===== src/rtl/core/tpad_pkg.sv =====
`default_nettype none
// ----------------------------------------------------------------------------
// tpad_pkg
// Shared types and constants for the four-phase ToF demodulator.
// ----------------------------------------------------------------------------
package tpad_pkg;

    localparam int CordicSteps = 16;
    localparam int SqrtSteps   = 13;

    localparam int CFG_MODE   = 0;
    localparam int CFG_OFFSET = 1;
    localparam int CFG_THRESH = 2;

    localparam logic [1:0] SEL_RAW   = 2'd0;
    localparam logic [1:0] SEL_AMP   = 2'd1;
    localparam logic [1:0] SEL_PHASE = 2'd2;
    localparam logic [1:0] SEL_ZERO  = 2'd3;

    localparam logic signed [19:0] ZQuarterTurn = 20'sd102944;
    localparam logic signed [16:0] AngPi        = 17'sd25736;
    localparam logic signed [16:0] AngPiTrunc   = 17'sd25735;
    localparam logic signed [15:0] AngHalfPi    = 16'sd12868;
    localparam logic [15:0]        PhScaleNum   = 16'd32767;
    localparam logic [15:0]        PhScaleDen   = 16'd51471;
    localparam logic [31:0]        PhRecip      =
        32'((64'(PhScaleNum) << 32) / 64'(PhScaleDen));
    localparam logic [15:0]        PhMask       = 16'hFFFF;

    typedef struct packed {
        logic signed [12:0] ipw;
        logic [15:0]        raw;
        logic               fs;
        logic               spec;
        logic signed [15:0] spec_ang;
    } t_pay;

    typedef struct packed {
        logic signed [31:0] x;
        logic signed [31:0] y;
        logic signed [19:0] z;
        logic [25:0]        n;
        logic [26:0]        root;
        t_pay               pay;
    } t_cell_data;

    typedef struct packed {
        logic [15:0] sc;
        logic [12:0] amp;
        t_pay        pay;
    } t_tail_out;

    function automatic logic [19:0] atan_step(input int k);
        logic [19:0] v;
        begin
            case (k)
                0:  v = 20'd51472;
                1:  v = 20'd30386;
                2:  v = 20'd16055;
                3:  v = 20'd8150;
                4:  v = 20'd4091;
                5:  v = 20'd2047;
                6:  v = 20'd1024;
                7:  v = 20'd512;
                8:  v = 20'd256;
                9:  v = 20'd128;
                10: v = 20'd64;
                11: v = 20'd32;
                12: v = 20'd16;
                13: v = 20'd8;
                14: v = 20'd4;
                15: v = 20'd2;
                default: v = 20'd0;
            endcase
            return v;
        end
    endfunction

endpackage
`default_nettype wire


===== src/rtl/core/tpad_cell.sv =====
`default_nettype none
// ----------------------------------------------------------------------------
// tpad_cell
// One CORDIC vectoring step per cell, plus one square-root digit step in cells 0 to 12.
// ----------------------------------------------------------------------------
module tpad_cell #(
    parameter int K = 0
) (
    input  wire                  i_clk,
    input  wire                  i_rst_n,
    input  wire                  i_en,
    input  wire                  i_valid,
    input  tpad_pkg::t_cell_data i_d,
    output logic                 o_valid,
    output tpad_pkg::t_cell_data o_d
);
    logic                 r_valid;
    tpad_pkg::t_cell_data r_d;
    tpad_pkg::t_cell_data n_d;
    logic signed [31:0]   a_sh;
    logic signed [31:0]   b_sh;
    logic [26:0]          trial;

    always_comb begin
        n_d   = i_d;
        a_sh  = i_d.x >>> K;
        b_sh  = i_d.y >>> K;
        trial = 27'd0;
        if (i_d.y >= 0) begin
            n_d.x = i_d.x + b_sh;
            n_d.y = i_d.y - a_sh;
            n_d.z = i_d.z + $signed(tpad_pkg::atan_step(K));
        end else begin
            n_d.x = i_d.x - b_sh;
            n_d.y = i_d.y + a_sh;
            n_d.z = i_d.z - $signed(tpad_pkg::atan_step(K));
        end
        if (K < tpad_pkg::SqrtSteps) begin
            trial = i_d.root + (27'd1 << (2 * (tpad_pkg::SqrtSteps - 1 - K)));
            if ({1'b0, i_d.n} >= trial) begin
                n_d.n    = 26'({1'b0, i_d.n} - trial);
                n_d.root = (i_d.root >> 1) + (27'd1 << (2 * (tpad_pkg::SqrtSteps - 1 - K)));
            end else begin
                n_d.root = i_d.root >> 1;
            end
        end
    end

    always_ff @(posedge i_clk) begin
        if (!i_rst_n) begin
            r_valid <= 1'b0;
        end else if (i_en) begin
            r_valid <= i_valid;
        end
        if (i_en) begin
            r_d <= n_d;
        end
    end

    assign o_valid = r_valid;
    assign o_d     = r_d;
endmodule
`default_nettype wire


===== config.mk =====
export PLATFORM = sky130hd
export DESIGN_NAME = tpad_cell
export DESIGN_NICKNAME = d
export VERILOG_FILES = /design/src/rtl/core/tpad_pkg.sv /design/src/rtl/core/tpad_cell.sv
export SDC_FILE = /design/constraint.sdc
export NUM_CORES = 1
export LEC_CHECK = 0
export BUFFER_PORTS_ARGS = -buffer_cell sky130_fd_sc_hd__buf_4
export CORE_ASPECT_RATIO = 0.5
export CORE_MARGIN = 1
export CORE_UTILIZATION = 45
export DETAILED_ROUTE_END_ITERATION = 10
export HOLD_SLACK_MARGIN = 0.02
export PLACE_DENSITY = 0.7
export SYNTH_ARGS = -nofsm -noshare
export SYNTH_HDL_FRONTEND = slang
export SYNTH_SLANG_ARGS = --single-unit

===== constraint.sdc =====
create_clock -name i_clk -period 4.9 [get_ports i_clk]
set_clock_uncertainty 0.15 [all_clocks]
set_input_delay 0.245 -clock i_clk [delete_from_list [all_inputs] [get_ports i_clk]]
set_output_delay 0.245 -clock i_clk [all_outputs]
set_load 0.005 [all_outputs]

==> results.sh <==
export IMPL_status="complete, no violations"
export IMPL_areaGrowthSynthToFinish_pct=36.18
export IMPL_viasPerCell=5.582
export IMPL_synth_cells=1393
export IMPL_drt_pass1_iter_count=6
export IMPL_ys_warn_count=0
export IMPL_r2r_start="o_valid"
export IMPL_io_buffers=372
export IMPL_hpwl_um=32300
export IMPL_first_global_vias=11963
export IMPL_rsz0062_at_grt="no"
export IMPL_synthArstFlopShare_pct=0
export IMPL_cts_buffers_inserted=17
export IMPL_startpoint="i_d[48]"
export IMPL_synth_cell_types=79
export IMPL_crit_fanout=20
export IMPL_hold_ws_ns=0.04954
export IMPL_syn_area_mm2=0.01338
export IMPL_grt_pass1_wl_um=65300
export IMPL_setup_worst_path_start_class="primary input"
export IMPL_cts_sinks=184
export IMPL_finalSetupTns_ns=0
export IMPL_wl_um=44060
export IMPL_r2r_slack_ns=3.56
export IMPL_clockBufferDepth=2
export IMPL_synth_most_common_cell="edfxtp_1"
export IMPL_cts_tree="done"
export IMPL_setup_violations=0
export IMPL_fp_dieH_um=124.0
export IMPL_yosysTopAreaCell="edfxtp_1"
export IMPL_fin_crit_ns=3.801
export IMPL_avgRoutedWirePerCell_um=19.58
export IMPL_clock_fmax_mhz=263.1
export IMPL_grt_overflow_total=0
export IMPL_first_iter_violations=1074
export IMPL_synth_edf_count=183
export IMPL_crit_path_top_delay_cell="a21o_1"
export IMPL_multi_input_area_mm2=0.007061
export IMPL_cts_setup_buffers=0
export IMPL_synth_top_area_share_pct=41.06
export IMPL_critPathArrivalTime_ns=3.86
export IMPL_hp_class="in -> reg"
export IMPL_setup_worst_path_end_class="flop"
export IMPL_worst_pin_slew_ns=1.069
export IMPL_r2r_end="o_valid"
export IMPL_worstSetupPathType="in -> reg"
export IMPL_ir_drop_uv=337.9
export IMPL_leakage_nw=8.052
export IMPL_start_util_pct=45.96
export IMPL_register_area_mm2=0.005515
export IMPL_grt_max_degree=109
export IMPL_htree_levels=4
export IMPL_avgSynthCellArea_um2=9.608
export IMPL_synth_area_leaders="edfxtp_1 (41%), ha_1 (12%), xnor2_1 (4.8%), a21oi_1 (4.7%), inv_1 (3.8%)"
export IMPL_max_slew_margin_pct=28.74
export IMPL_ys_ff_latch=184
export IMPL_cts_clk_slew_worst_paths_ns=0.08
export IMPL_die_x_um=245.9
export IMPL_cap_violations=0
export IMPL_max_stage_delay_ns=0.59
export IMPL_layout_drive_gt1_share_pct=23.63
export IMPL_drc=0
export IMPL_die_area_mm2=0.03048
export IMPL_power_density_mw_per_mm2=285.1
export IMPL_detail_route_antenna_nets=0
export IMPL_required_ns=4.95
export IMPL_design_core_area_mm2=0.02912
export IMPL_vias=12559
export IMPL_slew_violations=0
export IMPL_cp_cell_sequence="dlygate4sd3_1 > buf_4 > inv_1 > ha_1 > nor2b_1 > o31a_1 > o311a_1 > o31ai_2 > a311oi_2 > a221oi_2 > a21o_1 > mux2_2"
export IMPL_clk_latency_ns=0.45
export IMPL_crit_path_end="o_d[78]"
export IMPL_gp_congestion=0.9579
export IMPL_num_io_pins=373
export IMPL_synth_commonest_cells="edfxtp_1 (183), inv_1 (136), a21oi_1 (126)"
export IMPL_post_route_period_util_pct=77.56
export IMPL_synth_nets=1710
export IMPL_synth_top_flop_cell="edfxtp_1"
export IMPL_cts_resized_gates=0
export IMPL_clockRootBuffer="clkbuf_16"
export IMPL_hold_buffers=113
export IMPL_rows=44
export IMPL_grt_usage_pct=27.76
export IMPL_yosysSeqAreaShare_pct=41.21
export IMPL_final_nets=2162
export IMPL_hp_start="i_d[152]"
export IMPL_ff2ff_path_depth=3
export IMPL_antenna_found_initial=1
export IMPL_n_fill_cell=2372
export IMPL_hold_viol=0
## cell families after synthesis
family,after synthesis,share of synthesized area (%)
and+or+nand+nor,343,12.26
AOI/OAI and AO/OA,418,20.05
DFF,184,41.21
adders and majority gates,129,12.28
xor gates and xnor gates,98,6.413
muxes,23,1.748
buffers and inverters,198,6.039
## where the power goes
| group | switching [mW] | internal (mW) | total, mW |
|---|---|---|---|
| clock network | 0.709 | 0.793 | 1.50 |
| logic | 0.869 | 0.772 | 1.64 |
| registers | 0.0728 | 1.98 | 2.05 |
## critical path: cells and delay by family
kind / cells / cell delay (ns)
compound gates: 6 / 2.05
buf+inv: 3 / 0.70
mux: 1 / 0.41
fa+ha+maj: 1 / 0.29
simple gates: 1 / 0.15
## placed cells by master, fill, tap and decap left out, drive strengths merged, types with 25 or more instances in the layout
| cell type | synthesis | layout |
|---|---|---|
| buf | 27 | 379 |
| edfxtp | 183 | 183 |
| inv | 136 | 144 |
| a21oi | 126 | 126 |
| ha | 125 | 125 |
| dlygate4sd3 | 0 | 113 |
| o21ai | 106 | 106 |
| nor2 | 99 | 99 |
| nand2 | 91 | 91 |
| xnor2 | 73 | 73 |
| nand3 | 30 | 30 |
| nor3 | 28 | 28 |
| a21o | 28 | 28 |
| xor2 | 25 | 25 |
## worst min-delay path by stage
| stage | end | slack, ns | depth (start not counted) |
|---|---|---|---|
| 6_report | o_d[152] | 0.05 | 3 |
| 5_1_grt | o_d[109] | 0.03 | 2 |
| 4_1_cts | o_d[109] | 0.02 | 2 |
| 3_5_place_dp | o_d[12] | 0.27 | 1 |
| 3_3_place_gp | o_d[23] | 0.27 | 1 |
| 2_1_floorplan | o_d[0] | 0.19 | 0 |
## through the flow
step / std cells / worst slack [ns] / power (mW) / util, % / instance area, um^2
global placement: 2104 / 1.251 / 3.593 / 56.48 / 16450
finish: 2250 / 1.099 / 5.196 / 62.58 / 18230
detailed placement: 2104 / 1.184 / 3.612 / 56.48 / 16450
floorplan: 1393 / 1.303 / 2.889 / - / 13380
global route: 2250 / 0.9285 / 5.426 / 62.58 / 18230
CTS: 2249 / 1.131 / 5.195 / 62.58 / 18220
## sequential cells by signal, summed over array words and instances, names as in the netlist
name,count
o_d,183
o_valid,1
## area by class of cell
| cell class | instances | share of cell area [%] |
|---|---|---|
| antenna | 1 | 0.01373 |
| clock inverter | 15 | 1.201 |
| multi-input combinational | 1011 | 38.74 |
| inverter | 139 | 2.863 |
| sequential | 184 | 30.26 |
| tap | 391 | 2.684 |
| timing repair buffer | 492 | 21.91 |
| clock buffer | 17 | 2.334 |
## routing by layer
layer  vias to the layer above  wire length (um)  GRT usage, %
met2                       504             22210         48.89
met5                         -                 0             0
met1                      6053             18350         35.25
met3                        77              2518         4.740
met4                         0               987         8.075
li1                       5925                 -             -
(Power assumes the default switching activity.)
