File: src/rtl/core/tpad_pkg.sv
`default_nettype none
// ----------------------------------------------------------------------------
// tpad_pkg
// Shared types and constants for the four-phase ToF demodulator.
// ----------------------------------------------------------------------------
package tpad_pkg;

    localparam int CordicSteps = 16;
    localparam int SqrtSteps   = 13;

    localparam int CFG_MODE   = 0;
    localparam int CFG_OFFSET = 1;
    localparam int CFG_THRESH = 2;

    localparam logic [1:0] SEL_RAW   = 2'd0;
    localparam logic [1:0] SEL_AMP   = 2'd1;
    localparam logic [1:0] SEL_PHASE = 2'd2;
    localparam logic [1:0] SEL_ZERO  = 2'd3;

    localparam logic signed [19:0] ZQuarterTurn = 20'sd102944;
    localparam logic signed [16:0] AngPi        = 17'sd25736;
    localparam logic signed [16:0] AngPiTrunc   = 17'sd25735;
    localparam logic signed [15:0] AngHalfPi    = 16'sd12868;
    localparam logic [15:0]        PhScaleNum   = 16'd32767;
    localparam logic [15:0]        PhScaleDen   = 16'd51471;
    localparam logic [31:0]        PhRecip      =
        32'((64'(PhScaleNum) << 32) / 64'(PhScaleDen));
    localparam logic [15:0]        PhMask       = 16'hFFFF;

    typedef struct packed {
        logic signed [12:0] ipw;
        logic [15:0]        raw;
        logic               fs;
        logic               spec;
        logic signed [15:0] spec_ang;
    } t_pay;

    typedef struct packed {
        logic signed [31:0] x;
        logic signed [31:0] y;
        logic signed [19:0] z;
        logic [25:0]        n;
        logic [26:0]        root;
        t_pay               pay;
    } t_cell_data;

    typedef struct packed {
        logic [15:0] sc;
        logic [12:0] amp;
        t_pay        pay;
    } t_tail_out;

    function automatic logic [19:0] atan_step(input int k);
        logic [19:0] v;
        begin
            case (k)
                0:  v = 20'd51472;
                1:  v = 20'd30386;
                2:  v = 20'd16055;
                3:  v = 20'd8150;
                4:  v = 20'd4091;
                5:  v = 20'd2047;
                6:  v = 20'd1024;
                7:  v = 20'd512;
                8:  v = 20'd256;
                9:  v = 20'd128;
                10: v = 20'd64;
                11: v = 20'd32;
                12: v = 20'd16;
                13: v = 20'd8;
                14: v = 20'd4;
                15: v = 20'd2;
                default: v = 20'd0;
            endcase
            return v;
        end
    endfunction

endpackage
`default_nettype wire

File: src/rtl/core/tpad_tail.sv
`default_nettype none
// ----------------------------------------------------------------------------
// tpad_tail
// Angle rounding and clamp, then phase scaling by reciprocal with correction.
// ----------------------------------------------------------------------------
module tpad_tail (
    input  wire                  i_clk,
    input  wire                  i_rst_n,
    input  wire                  i_en,
    input  wire                  i_valid,
    input  tpad_pkg::t_cell_data i_d,
    output logic                 o_valid,
    output tpad_pkg::t_tail_out  o_d
);
    logic               r_v1;
    logic [15:0]        r_p;
    logic [47:0]        r_pm;
    logic [12:0]        r_amp1;
    tpad_pkg::t_pay     r_pay1;
    logic               r_v2;
    tpad_pkg::t_tail_out r_out;

    logic signed [19:0] zr;
    logic signed [16:0] ang;
    logic [15:0]        n_p;
    logic [15:0]        q0;
    logic [31:0]        rem;
    logic [15:0]        n_sc;

    always_comb begin
        zr  = i_d.z + 20'sd4;
        ang = 17'(zr >>> 3);
        if (ang > tpad_pkg::AngPi) ang = tpad_pkg::AngPi;
        if (ang < -tpad_pkg::AngPi) ang = -tpad_pkg::AngPi;
        if (i_d.pay.spec) ang = 17'(i_d.pay.spec_ang);
        n_p = 16'(ang + tpad_pkg::AngPiTrunc);
    end

    always_comb begin
        q0   = r_pm[47:32];
        rem  = ({16'd0, r_p} << 15) - {16'd0, r_p} - ({16'd0, q0} * {16'd0, tpad_pkg::PhScaleDen});
        n_sc = (rem >= {16'd0, tpad_pkg::PhScaleDen}) ? q0 + 16'd1 : q0;
    end

    always_ff @(posedge i_clk) begin
        if (!i_rst_n) begin
            r_v1 <= 1'b0;
            r_v2 <= 1'b0;
        end else if (i_en) begin
            r_v1 <= i_valid;
            r_v2 <= r_v1;
        end
        if (i_en) begin
            r_p        <= n_p;
            r_pm       <= {32'd0, n_p} * {16'd0, tpad_pkg::PhRecip};
            r_amp1     <= i_d.root[12:0];
            r_pay1     <= i_d.pay;
            r_out.sc   <= n_sc;
            r_out.amp  <= r_amp1;
            r_out.pay  <= r_pay1;
        end
    end

    assign o_valid = r_v2;
    assign o_d     = r_out;
endmodule
`default_nettype wire

File: config.mk
export PLATFORM = sky130hd
export DESIGN_NAME = tpad_tail
export DESIGN_NICKNAME = d
export VERILOG_FILES = /design/src/rtl/core/tpad_pkg.sv /design/src/rtl/core/tpad_tail.sv
export SDC_FILE = /design/constraint.sdc
export NUM_CORES = 1
export LEC_CHECK = 0
export CORE_MARGIN = 1
export CORE_UTILIZATION = 25
export DETAILED_ROUTE_END_ITERATION = 10
export DONT_BUFFER_PORTS = 1
export SLEW_MARGIN = 15
export SYNTH_ARGS = -nofsm -noshare
export SYNTH_HDL_FRONTEND = slang
export SYNTH_SLANG_ARGS = --single-unit
File: constraint.sdc
create_clock -name i_clk -period 10.5 [get_ports i_clk]
set_clock_uncertainty 0.15 [all_clocks]
set_input_delay 0.525 -clock i_clk [delete_from_list [all_inputs] [get_ports i_clk]]
set_output_delay 0.525 -clock i_clk [all_outputs]
set_load 0.02 [all_outputs]
==> results of run 1 <==
-- worst paths after layout --
kind                                  to  slack [ns]  cells past startpoint
worst max-delay path            r_pm[45]        0.58                     39
worst min-delay path                r_v1        0.04                      1
worst max register to register   o_d[67]        2.22                     21
worst min register to register   o_d[42]        0.27                      0
-- layer usage --
metal / share of wire / track usage / up-vias
met4: 0.026 / 0.0430 / 0
met3: 0.033 / 0.0173 / 57
met1: 0.45 / 0.166 / 6935
met5: 0 / 0 / -
li1: - / - / 6687
met2: 0.49 / 0.222 / 240
-- critical path, delay by kind of cell --
family / cells / cell delay (ns)
and+or+nand+nor: 9 / 1.88
buffers and inverters: 6 / 0.58
xor gates and xnor gates: 2 / 0.50
AOI/OAI and AO/OA: 13 / 2.64
adders and majority gates: 9 / 3.82
-- cells in the final DEF, fill, tap and decap left out, drive strengths merged, types with 5 or more instances in the layout --
master and n:
inv 477, ha 318, fa 271, edfxtp 168, a21o 66, a21oi 65, dlygate4sd3 61, xnor2 60
nor2 58, nand2 57, buf 56, o21ai 55, nand3 32, xor2 21, nor3 20, clkbuf 17
nand4 17, a31oi 15, nand2b 14, o31ai 13, and2 13, nor2b 11, or2 11, and3 10
o211ai 8, o21a 8, mux2i 8, o21bai 8, nor4 8, a211oi 7, o22ai 7, a21boi 6
clkinv 6, and4 5, nand4b 5
-- layout make-up --
cell class                 instances  area (um^2)  share of cell area
multi-input combinational       1275        13900               0.585
tap                             1070         1340              0.0563
timing repair buffer             117         1040              0.0439
inverter                         471         1770              0.0744
sequential                       170         5080               0.214
clock buffer                      17          425              0.0179
clock inverter                    15          198             0.00832
-- registers in the layout (all words and copies together) (netlist names) --
name and cells:
o_d 76, r_pm 16, r_pay1 47, o_valid 1, r_amp1 13, r_v1 1
r_p 16
-- timing repair --
action                                  4_1_cts  5_1_grt
hold endpoints to repair                     73        0
resized for setup                             0        5
endpoints found under the setup margin        0        2
hold buffers                                 61        0
-- stage by stage --
stage	instances	instance area (um^2)	util	hold WS (ns)	worst slack, ns
2_1_floorplan	1942	20900	-	0.250	0.0177
3_3_place_gp	3042	22500	0.273	0.250	0.0957
3_5_place_dp	3042	22500	0.273	0.255	0.111
4_1_cts	3135	23700	0.288	0.00198	0.579
5_1_grt	3135	23800	0.288	0.0123	0.00220
6_report	3135	23800	0.288	0.0411	0.581
-- logic make-up after synthesis --
family / Yosys count / share of synthesized area
and+or+nand+nor: 286 / 0.0739
muxes: 10 / 0.00492
adders and majority gates: 589 / 0.451
buffers and inverters: 497 / 0.0912
AOI/OAI and AO/OA: 309 / 0.102
DFF: 170 / 0.244
xor gates and xnor gates: 81 / 0.0340
==> reports/qor.yml, run 1 <==
logic_synthesis:
  synthTopCellsByCount: "inv_1, ha_1, fa_1"
  synth.area.top_cells: "fa_1, edfxtp_1, ha_1, inv_1, xnor2_1"
  synth_most_common_cell: "inv_1"
  ys.flop_type: "edfxtp_1"
  yosysWarnings: 0
  synth-seq-area-share: 0.244
  synth_cell_types: 89
  netlist_instances: 1942
  synthArstFlopShare: 0
  synth_edf_count: 168
  synth.top_cell.area_share: 0.260
  ys_ff_latch: 170
  synth_top_area_cell: "fa_1"
  synth_area_um2: 20900
  synth_area_per_cell_um2: 10.7
  syn-num-nets: 2719
detailed_routing:
  drtIter0Drc: 754
  drt_wl_total_um: 52400
  drc: 0
  dr.pass1.iters: 5
  vias_per_cell: 4.44
  vias: 13900
  post_drt_wl_per_cell_um: 16.7
  drtAntennaViolNets: 0
flow_run:
  drv_cap: 0
grt:
  grt_max_degree: 159
  grt_usage: 0.129
  grt_remaining_overflow: 0
  antenna_found_initial: 0
  grt_pass1_wl_um: 84400
  grt_pass1_vias: 14800
clock_tree:
  root_buffer: "clkbuf_16"
  clk_path_buf_depth: 2
  clock_latency_ns: 0.47
  cts_buffers: 17
  clkTransAtPathRegs_ns: 0.07
  cts_tree: "built"
  cts_setup_buffers: 0
  cts_max_level: 4
  cts_sinks: 170
finish:
  drive_gt1_frac: 0.0600
  nFillCells: 8496
  diodes: 0
  areaGrowthSynthToFinish_pct: 13.9
  nNetsFinal: 2829
critical_path:
  path_class: "in2reg"
  crit_path_max_incr_delay_ns: 0.59
  cp_common_cell: "fa_1"
  start_kind: "primary input"
  required_ns: 10.57
  setup.worst_path.start: "i_d[102]"
  critPathCaptureType: "register"
  worstPathArrival_ns: 9.98
  cp_max_fo: 7
  r2r_start: "r_pm[33]"
  crit_slowest_cell: "fa_1"
placement:
  hpwlAfterDp_um: 44300
  port_buffers: 0
  routabilityCongestion: 0.929
timing:
  tightestPinTransition_ns: 0.851
  final_hold_viol_count: 0
  post-route-period-util: 0.945
  finalMaxSlewViolations: 0
  fin_crit_ns: 9.92
  finalSetupTns_ns: 0
  fmax_mhz: 101
  rsz0062_at_grt: "false"
  setup_viol: 0
  relSlewSlack: 0.428
floorplanning:
  die_h_um: 291
  die_x_um: 291
  start_util: 0.253
  ios: 265
  core_um2: 82400
  fp-row-count: 105
  die-area_um2: 84600
min_path:
  hp-start: "i_rst_n"
  hold_class: "in2reg"
outcome:
  status: "finished, final reports clean"
Power of run 1 is left out: the tool's default activity adds up to more than one toggle a clock period on the data nets, which glitch-free logic cannot reach.
==> run 2, diff against run 1 <==
PLACE_DENSITY = 0.42   (was default)
==> reports/qor.yml, run 2 (synthesis results as in run 1) <==
outcome:
  status: "finished, final reports clean"
min_path:
  hold_class: "in2reg"
  hold_depth: 1
detailed_routing:
  dr.pass1.iters: 5
  drtIter0Drc: 663
  drt_wl_total_um: 57700
  vias_per_cell: 4.39
  post_drt_wl_per_cell_um: 18.2
  vias: 13900
  drc: 0
  drtAntennaViolNets: 0
finish:
  largest_reg_flops: 76
  nNetsFinal: 2860
  diodes: 0
  multi_input_area_um2: 13900
  final_common_cell: "inv_1"
  drive_gt1_frac: 0.0716
  layout_common_cells: "inv_1, ha_1, fa_1"
  areaGrowthSynthToFinish_pct: 14.9
  final_area_um2: 24000
  seqCellArea_um2: 5080
  nFillCells: 8626
timing:
  tightestPinTransition_ns: 0.850
  fin_crit_ns: 9.91
  post-route-period-util: 0.944
  fmax_mhz: 101
  relSlewSlack: 0.434
  rsz0062_at_grt: "false"
  final_hold_viol_count: 0
  finalMaxSlewViolations: 0
  finalSetupTns_ns: 0
  setup_viol: 0
clock_tree:
  root_buffer: "clkbuf_16"
  cts_sinks: 170
  cts_tree: "built"
  clock_latency_ns: 0.46
  clkTransAtPathRegs_ns: 0.07
  cts_max_level: 4
  clk_path_buf_depth: 2
  cts_buffers: 17
floorplanning:
  die-area_um2: 84600
  ios: 265
  start_util: 0.253
  fp-row-count: 105
  die_h_um: 291
  core_um2: 82400
  die_x_um: 291
grt:
  grt_pass1_vias: 15600
  grt_max_degree: 171
  use_met3: 0.0207
  top_usage_layer: "met2"
  grt_pass1_wl_um: 92000
  use_met2: 0.251
  grt_remaining_overflow: 0
  met1_usage: 0.180
  grt_usage: 0.143
  antenna_found_initial: 1
critical_path:
  cp_common_cell: "a21o_1"
  start_kind: "primary input"
  crit_path_max_incr_delay_ns: 0.59
  crit_slowest_cell: "fa_1"
  cp_max_fo: 8
  path_class: "in2reg"
  rr_worst_depth: 20
  required_ns: 10.56
  critPathCaptureType: "register"
  worstPathArrival_ns: 9.97
flow_run:
  drv_cap: 0
placement:
  port_buffers: 0
  routabilityCongestion: 0.882
  placed_cell_area_um2: 22700
  hpwlAfterDp_um: 49600
[run 2: changes by cell type in the layout (fill, tap and decap cells not counted), sizes merged]
cell / delta
bufinv: +3
clkbuf: +1
buf: +31
clkinvlp: -2
inv: +1
clkinv: -3
[run 2: timing repair]
item                                    4_1_cts  5_1_grt
endpoints found under the setup margin        0        6
gates resized for setup                       0        1
hold buffers                                 60        1
buffers inserted                              0        0
hold endpoints to repair                     60        6
[run 2: routing by layer]
metal,vias up,routed length [um]
met3,65,1530
met4,2,1350
met5,-,6
met1,6921,26000
met2,179,28700
li1,6747,-
[run 2: area by class of cell]
class / instances / share of cell area
Inverter: 471 / 0.0737
Sequential cell: 170 / 0.212
Multi-Input combinational cell: 1275 / 0.579
Clock buffer: 18 / 0.0179
Timing Repair Buffer: 148 / 0.0527
Clock inverter: 14 / 0.00861
Tap cell: 1070 / 0.0558
[run 2: final timing paths]
check | start | to | slack [ns]
worst min register to register | r_pay1[30] | o_d[30] | 0.27
worst max-delay path | i_d[102] | r_pm[45] | 0.59
worst max register to register | r_pm[32] | o_d[73] | 2.37
worst min-delay path | i_rst_n | o_valid | 0.05
[run 2: stage by stage]
stage / setup WS [ns] / instances / utilization / hold slack [ns]
2_1_floorplan: 0.0177 / 1942 / - / 0.250
3_3_place_gp: 0.0129 / 3073 / 0.276 / 0.250
3_5_place_dp: 0.0582 / 3073 / 0.276 / 0.255
4_1_cts: 0.500 / 3165 / 0.291 / 0.00300
5_1_grt: 0.0229 / 3166 / 0.291 / 0.0161
6_report: 0.593 / 3166 / 0.291 / 0.0460
[run 2: critical path, delay by kind of cell]
family,cells,cell delay (ns)
buf+inv,4,0.23
xor+xnor,2,0.32
compound gates,16,3.10
simple gates,8,1.84
fa+ha+maj,9,3.94
Power of run 2 is left out for the same reason.
==> run 3, diff against run 2 <==
REMOVE_ABC_BUFFERS = 1   (was default)
==> reports/qor.yml, run 3 (synthesis results as in run 1) <==
floorplanning:
  start_util: 0.253
  core_um2: 82400
  ios: 265
  die-area_um2: 84600
  die_h_um: 291
  die_x_um: 291
  fp-row-count: 105
detailed_routing:
  vias: 14000
  drc: 0
  drtAntennaViolNets: 0
  dr.pass1.iters: 5
  drt_wl_total_um: 57400
  vias_per_cell: 4.41
  post_drt_wl_per_cell_um: 18.1
  drtIter0Drc: 619
grt:
  grt_pass1_vias: 15600
  grt_usage: 0.142
  grt_max_degree: 171
  grt_pass1_wl_um: 91600
  antenna_found_initial: 0
  grt_remaining_overflow: 0
timing:
  setup_viol: 0
  rsz0062_at_grt: "false"
  setup_ws_ns: 0.504
  tightestPinTransition_ns: 0.995
  final_hold_viol_count: 0
  finalSetupTns_ns: 0
  fmax_mhz: 100
  fin_crit_ns: 10.0
  relSlewSlack: 0.320
  hold_ws_ns: 0.0565
  post-route-period-util: 0.952
  finalMaxSlewViolations: 0
critical_path:
  cp_num_buf_inv: 4
  required_ns: 10.56
  crit_path_max_incr_delay_ns: 0.58
  rr_worst_depth: 19
  worstPathArrival_ns: 10.05
  path_class: "in2reg"
  cp_top_family: "adder cells"
  start_kind: "primary input"
  cp.depth: 39
  crit_slowest_cell: "fa_1"
  cp_common_cell: "a21o_1"
  critPathCaptureType: "register"
  cp_max_fo: 7
min_path:
  hold_depth: 0
  hold_class: "in2reg"
clock_tree:
  clock_latency_ns: 0.45
  cts_tree: "built"
  cts_sinks: 170
  cts_buffers: 17
  clkTransAtPathRegs_ns: 0.08
  root_buffer: "clkbuf_16"
  cts_setup_buffers: 0
  cts_max_level: 4
  clk_path_buf_depth: 2
placement:
  port_buffers: 0
  hpwlAfterDp_um: 49200
  placed_cell_area_um2: 22800
  dp_slack_ns: 0.0435
  routabilityCongestion: 0.882
finish:
  areaGrowthSynthToFinish_pct: 15.0
  layout_common_cells: "inv_1, ha_1, fa_1"
  diodes: 0
  final_area_um2: 24000
  nNetsFinal: 2865
  largest_reg_flops: 76
  nFillCells: 8559
  final_common_cell: "inv_1"
  drive_gt1_frac: 0.0743
outcome:
  status: "finished, final reports clean"
flow_run:
  drv_cap: 0
-- run 3: repair_timing --
action | 4_1_cts | 5_1_grt
hold buffers | 60 | 0
resized for setup | 0 | 3
hold endpoints to repair | 60 | 0
endpoints found under the setup margin | 0 | 4
-- run 3: worst register-to-register path, stage by stage (launching register included) --
cell	delay, ns
edfxtp_1	0.55
inv_1	0.30
fa_1	0.50
fa_1	0.58
fa_1	0.46
fa_1	0.53
fa_1	0.53
fa_1	0.50
ha_1	0.37
and2_1	0.18
nand3_1	0.14
o31ai_2	0.40
a21boi_1	0.18
o311ai_0	0.35
o21ai_0	0.17
or4_1	0.56
or4_1	0.80
nand3_1	0.36
nor4_1	0.10
xnor2_1	0.26
-- run 3: layout make-up --
cell class	count	area, um^2	area share
Clock buffer	17	425	0.0177
Clock inverter	15	190	0.00792
Inverter	471	1770	0.0737
Multi-Input combinational cell	1275	13900	0.579
Sequential cell	170	5080	0.212
Tap cell	1070	1340	0.0558
Timing Repair Buffer	153	1300	0.0541
-- run 3: path summary, 6_finish.rpt --
check / from / endpoint / slack, ns
hold reg to reg: r_amp1[4] / o_d[51] / 0.27
setup / recovery: i_d[102] / r_pm[45] / 0.50
setup reg to reg: r_pm[32] / o_d[73] / 2.34
hold / removal: i_en / r_amp1[5] / 0.06
-- run 3: routing by layer --
layer  part of all wire  global-route usage
met4              0.026              0.0444
met2               0.50               0.252
met1               0.44               0.175
met5                  0                   0
met3              0.032              0.0218
-- run 3: metrics by stage --
step,std cells,util
floorplan,1916,-
global placement,3079,0.276
detailed placement,3079,0.276
CTS,3171,0.291
global route,3171,0.291
finish,3171,0.291
Power of run 3 is left out for the same reason.
